==> config.mk <==
export PLATFORM = sky130hd
export DESIGN_NAME = pidc_div
export DESIGN_NICKNAME = d
export VERILOG_FILES = /design/src/hw/rtl/pidc_pkg.sv /design/src/hw/rtl/pidc_div.sv
export SDC_FILE = /design/constraint.sdc
export NUM_CORES = 1
export LEC_CHECK = 0
export ABC_CLOCK_PERIOD_IN_PS = 7800
export BUFFER_PORTS_ARGS = -buffer_cell sky130_fd_sc_hd__buf_2
export CAP_MARGIN = 0
export CORE_AREA = 2 2 222 136
export CTS_CLUSTER_SIZE = 8
export DETAILED_ROUTE_END_ITERATION = 16
export DIE_AREA = 0 0 224 138
export GPL_TIMING_DRIVEN = 0
export SYNTH_ARGS = -nofsm -noshare
export SYNTH_HDL_FRONTEND = slang
export SYNTH_SLANG_ARGS = --single-unit
==> constraint.sdc <==
create_clock -name clk_i -period 7.8 [get_ports clk_i]
set_input_delay 1.17 -clock clk_i [delete_from_list [all_inputs] [get_ports clk_i]]
set_output_delay 1.17 -clock clk_i [all_outputs]
set_load 0.05 [all_outputs]
==> src/hw/rtl/pidc_pkg.sv <==
// Shared types and constants of the clipped PID controller.
`default_nettype none

package pidc_pkg;

  // Sequencer states.
  typedef enum logic [3:0] {
    ST_IDLE,
    ST_MP,
    ST_MI,
    ST_ML,
    ST_MH,
    ST_MD,
    ST_ACC,
    ST_ISUM,
    ST_DWAIT,
    ST_DSUM,
    ST_CLAMP,
    ST_FIN
  } pidc_state_e;

  // Register indexes of the configuration port.
  typedef enum logic [2:0] {
    CFG_P_GAIN     = 3'd0,
    CFG_I_GAIN     = 3'd1,
    CFG_I_CLIP_PRE = 3'd2,
    CFG_I_CLIP     = 3'd3,
    CFG_D_GAIN     = 3'd4,
    CFG_D_CLIP     = 3'd5,
    CFG_OUT_MIN    = 3'd6,
    CFG_OUT_MAX    = 3'd7
  } pidc_cfg_e;

  // Item function codes.
  typedef enum logic {
    FUNC_UPDATE = 1'b0,
    FUNC_CLEAR  = 1'b1
  } pidc_func_e;

  // Smallest time step that yields a derivative term (about 1 us in Q8.24).
  localparam logic [31:0] DT_MIN = 32'd17;

  // Quotient bits produced by the serial divider.
  localparam int unsigned DIV_STEPS = 32;
  localparam int unsigned DIV_CNT_W = $clog2(DIV_STEPS + 1);

  // Reset values of the output clamps (+-10000.0 in Q16.16).
  localparam logic signed [31:0] OUT_MIN_RST = -32'sd655360000;
  localparam logic signed [31:0] OUT_MAX_RST = 32'sd655360000;
  localparam logic signed [31:0] P_GAIN_RST  = 32'sd65536;

  // Divider status toward the sequencer.
  typedef struct packed {
    logic done;
    logic sat;
  } pidc_div_stat_t;

endpackage

`default_nettype wire

==> src/hw/rtl/pidc_div.sv <==
// Radix-2 restoring divider with overflow detection, one quotient bit per cycle.
`default_nettype none

module pidc_div (
  input  wire logic                     clk_i,
  input  wire logic                     rst_ni,
  input  wire logic                     start_i,
  input  wire logic [71:0]              dividend_i,
  input  wire logic [31:0]              divisor_i,
  output logic      [31:0]              quot_o,
  output pidc_pkg::pidc_div_stat_t      stat_o
);

  logic                            busy_q, busy_d;
  logic [pidc_pkg::DIV_CNT_W-1:0]  cnt_q, cnt_d;
  logic                            sat_q, sat_d;
  logic [31:0]                     rem_q, rem_d;
  logic [31:0]                     quo_q, quo_d;
  logic [31:0]                     den_q, den_d;
  logic [32:0]                     trial;
  logic [32:0]                     diff;
  logic                            fits;

  assign trial = {rem_q, quo_q[31]};
  assign diff  = trial - {1'b0, den_q};
  assign fits  = (trial >= {1'b0, den_q});

  always_comb begin
    busy_d = busy_q;
    cnt_d  = cnt_q;
    sat_d  = sat_q;
    rem_d  = rem_q;
    quo_d  = quo_q;
    den_d  = den_q;
    if (start_i) begin
      // quotient needs more than 32 bits when the top part already reaches the divisor
      busy_d = 1'b1;
      cnt_d  = pidc_pkg::DIV_CNT_W'(pidc_pkg::DIV_STEPS);
      sat_d  = (dividend_i[71:32] >= {8'd0, divisor_i});
      rem_d  = dividend_i[63:32];
      quo_d  = dividend_i[31:0];
      den_d  = divisor_i;
    end else if (busy_q) begin
      if (cnt_q != '0) begin
        rem_d = fits ? diff[31:0] : trial[31:0];
        quo_d = {quo_q[30:0], fits};
        cnt_d = cnt_q - 1'b1;
      end else begin
        busy_d = 1'b0;
      end
    end
  end

  always_ff @(posedge clk_i or negedge rst_ni) begin
    if (!rst_ni) begin
      busy_q <= 1'b0;
      cnt_q  <= '0;
    end else begin
      busy_q <= busy_d;
      cnt_q  <= cnt_d;
    end
  end

  always_ff @(posedge clk_i) begin
    sat_q <= sat_d;
    rem_q <= rem_d;
    quo_q <= quo_d;
    den_q <= den_d;
  end

  assign quot_o      = quo_q;
  assign stat_o.done = busy_q && (cnt_q == '0);
  assign stat_o.sat  = sat_q;

endmodule

`default_nettype wire

==> flow_summary.yaml <==
cts:
  cts_hold_buf: 0
  cts_resized: 0
  cts_htree_levels: 3
  cts_made_buffers: 9
  cts_tree: "done"
  cts.clk_slew.worst_paths_ps: 80
  cts_setup_buffers: 0
  worstSkewPairLatency_ps: 370
  cts.sinks: 104
  clock_path_buffers: 2
  clock-root-buffer: "clkbuf_16"
global_route:
  grt_max_degree: 44
  antenna_found_initial: 4
  grt_pass1_wl_um: 31800
  track_usage: 0.134
  grt_pass1_vias: 5564
  overflow: 0
sta:
  rsz0062_at_grt: "false"
  fmax_mhz: 279
  min_period_ps: 3580
  report.final.slew_viol_count: 0
  tns_ps: 0
  worst_pin_slew_ps: 953
  period_share: 0.459
  fin_ws_ps: 4220
  relSlewSlack: 0.365
  final-setup-viol-count: 0
  finClkSkew_ps: 9.74
  hold_viol: 0
synth:
  synth_edf_count: 97
  syn_nets: 853
  yosys.cell_types.count: 62
  async_flop_share: 0.0673
  syn_area_per_cell_um2: 10.5
  synth-seq-cells: 104
  synthesis.area_mm2: 0.00713
  yosysWarnings: 0
  ys_seq_area_frac: 0.433
  syn_inst: 679
  ys.flop_type: "edfxtp_1"
critical_path:
  critPathLaunchType: "register"
  cp_data_required_time_ps: 7900
  worstSetupEndpointType: "register"
  critical_path_class: "reg2reg"
  crit_path_max_fanout: 3
  cp.arrival_ps: 3680
detailed_routing:
  wl_per_cell_um: 16.8
  vias_per_cell: 4.66
  drt_iter0_markers: 308
  antenna_left: 0
  wl_um: 20500
  drc: 0
  drtPass1Iterations: 5
  vias: 5690
layout:
  multi_input_area_mm2: 0.00357
  nets: 1005
  layout_commonest_cell: "buf_2"
  ff_latch_area_mm2: 0.00309
  areaGrowthSynthToFinish_pct: 21.1
  drive_gt1_frac: 0.287
  most-common-layout-cells: "buf_2 (144), edfxtp_1 (97), inv_1 (77)"
  num-fill-cells: 3094
  utilization: 0.295
placed_design:
  dp_hpwl_um: 16100
  gp_routability_congestion: 0.862
  io_buffers: 140
  pre_cts_ws_ps: 3800
die:
  top_level_ports: 141
  fp.dieH_um: 138
  fp.coreArea_mm2: 0.0292
  row_count: 49
  die_area_mm2: 0.0309
  fp.dieW_um: 224
  start_util: 0.244
power_and_ir_drop:
  seqPwrFrac: 0.294
  p_switching_w: 0.00141
  p_comb_frac: 0.563
  swShare: 0.442
  powerDensity_mw_per_mm2: 369
  clock_power_share: 0.142
  internal_power_w: 0.00178
  p_total_w: 0.00319
  p_leak_nw: 3.82
  ir_drop_mv: 0.177
run_status:
  outcome: "finished clean"
job:
  drv_cap: 0
min_path:
  min-delay-path-class: "reg2reg"
cell usage after synthesis, drive strengths merged, types with 6 or more instances:
cell	instances	area (um2)
nor4	6	37.5
xnor2	20	175
edfxtp	97	2910
ha	66	826
buf	11	91.3
nor3b	6	45.0
xor2	14	123
nand3	13	70.1
mux2	58	668
inv	77	289
nor2	39	146
nand4	14	87.6
a21oi	64	328
and3	6	38.8
a21o	19	144
o21ai	35	183
nor3	11	60.1
nand2	41	154
clkbuf	19	101
dfrtp	7	175
state kept, by name, summed over array words and instances (netlist names):
name / cells
sat_q: 1
den_q: 32
busy_q: 1
quot_o: 32
rem_q: 32
cnt_q: 6
worst paths after layout:
| kind | from | to | slack, ps | cells past startpoint |
|---|---|---|---|---|
| hold / removal | cnt_q[5] | cnt_q[5] | 550 | 2 |
| min in group asynchronous | rst_ni | cnt_q[1] | 620 | 1 |
| max in group asynchronous | rst_ni | cnt_q[4] | 7020 | 1 |
| hold reg to reg | cnt_q[5] | cnt_q[5] | 550 | 2 |
| setup / recovery | quot_o[31] | rem_q[30] | 4220 | 13 |
| setup reg to reg | quot_o[31] | rem_q[30] | 4220 | 13 |
metal layers:
metal	up-vias	track usage	part of all wire
met5	-	0	0
met4	0	0.0323	0.0078
met3	12	0.0446	0.078
met2	210	0.186	0.40
met1	2700	0.199	0.52
li1	2768	-	-
power groups by stage:
stage / clock [W] / combinational, W / sequential (W)
detailed placement: 0 / 0.00177 / 0.000943
finish: 0.000454 / 0.00180 / 0.000938
global placement: 0 / 0.00175 / 0.000948
CTS: 0.000470 / 0.00179 / 0.000938
floorplan: 0 / 0.00120 / 0.00109
global route: 0.000485 / 0.00197 / 0.000959
through the flow:
stage	hold WS [ps]	cells	area, um2
floorplan	493	679	7130
global route	589	1219	8630
detailed placement	529	1202	8340
global placement	523	1201	8310
CTS	552	1218	8620
finish	550	1222	8630
worst max-delay path, cell delays in order (launching register included):
cell and delay [ps]:
edfxtp_1 480, inv_1 90, ha_1 170, inv_1 60, fa_1 410, a21o_1 230
a311o_1 390, a21oi_1 280, a21oi_1 150, o2111ai_1 250, nand2_1 110, or3_1 310
a311oi_1 300, a21oi_1 70
area by class of cell:
type / instances / share of cell area
well taps: 382 / 0.0554
diodes: 4 / 0.00116
flip-flops and latches: 104 / 0.358
multi-input cells: 468 / 0.413
clock buffers: 10 / 0.0265
clock inverters: 6 / 0.00609
plain buffers: 30 / 0.0223
inverters: 77 / 0.0335
repair buffers: 141 / 0.0843
logic make-up after synthesis:
logic type / Yosys count / share of synthesized area
simple gates: 157 / 0.111
compound gates: 151 / 0.133
buf+inv: 107 / 0.0676
flops: 104 / 0.433
fa+ha+maj: 67 / 0.119
mux: 59 / 0.0951
xor+xnor: 34 / 0.0418
No activity file was read; power rests on OpenSTA's default activity.
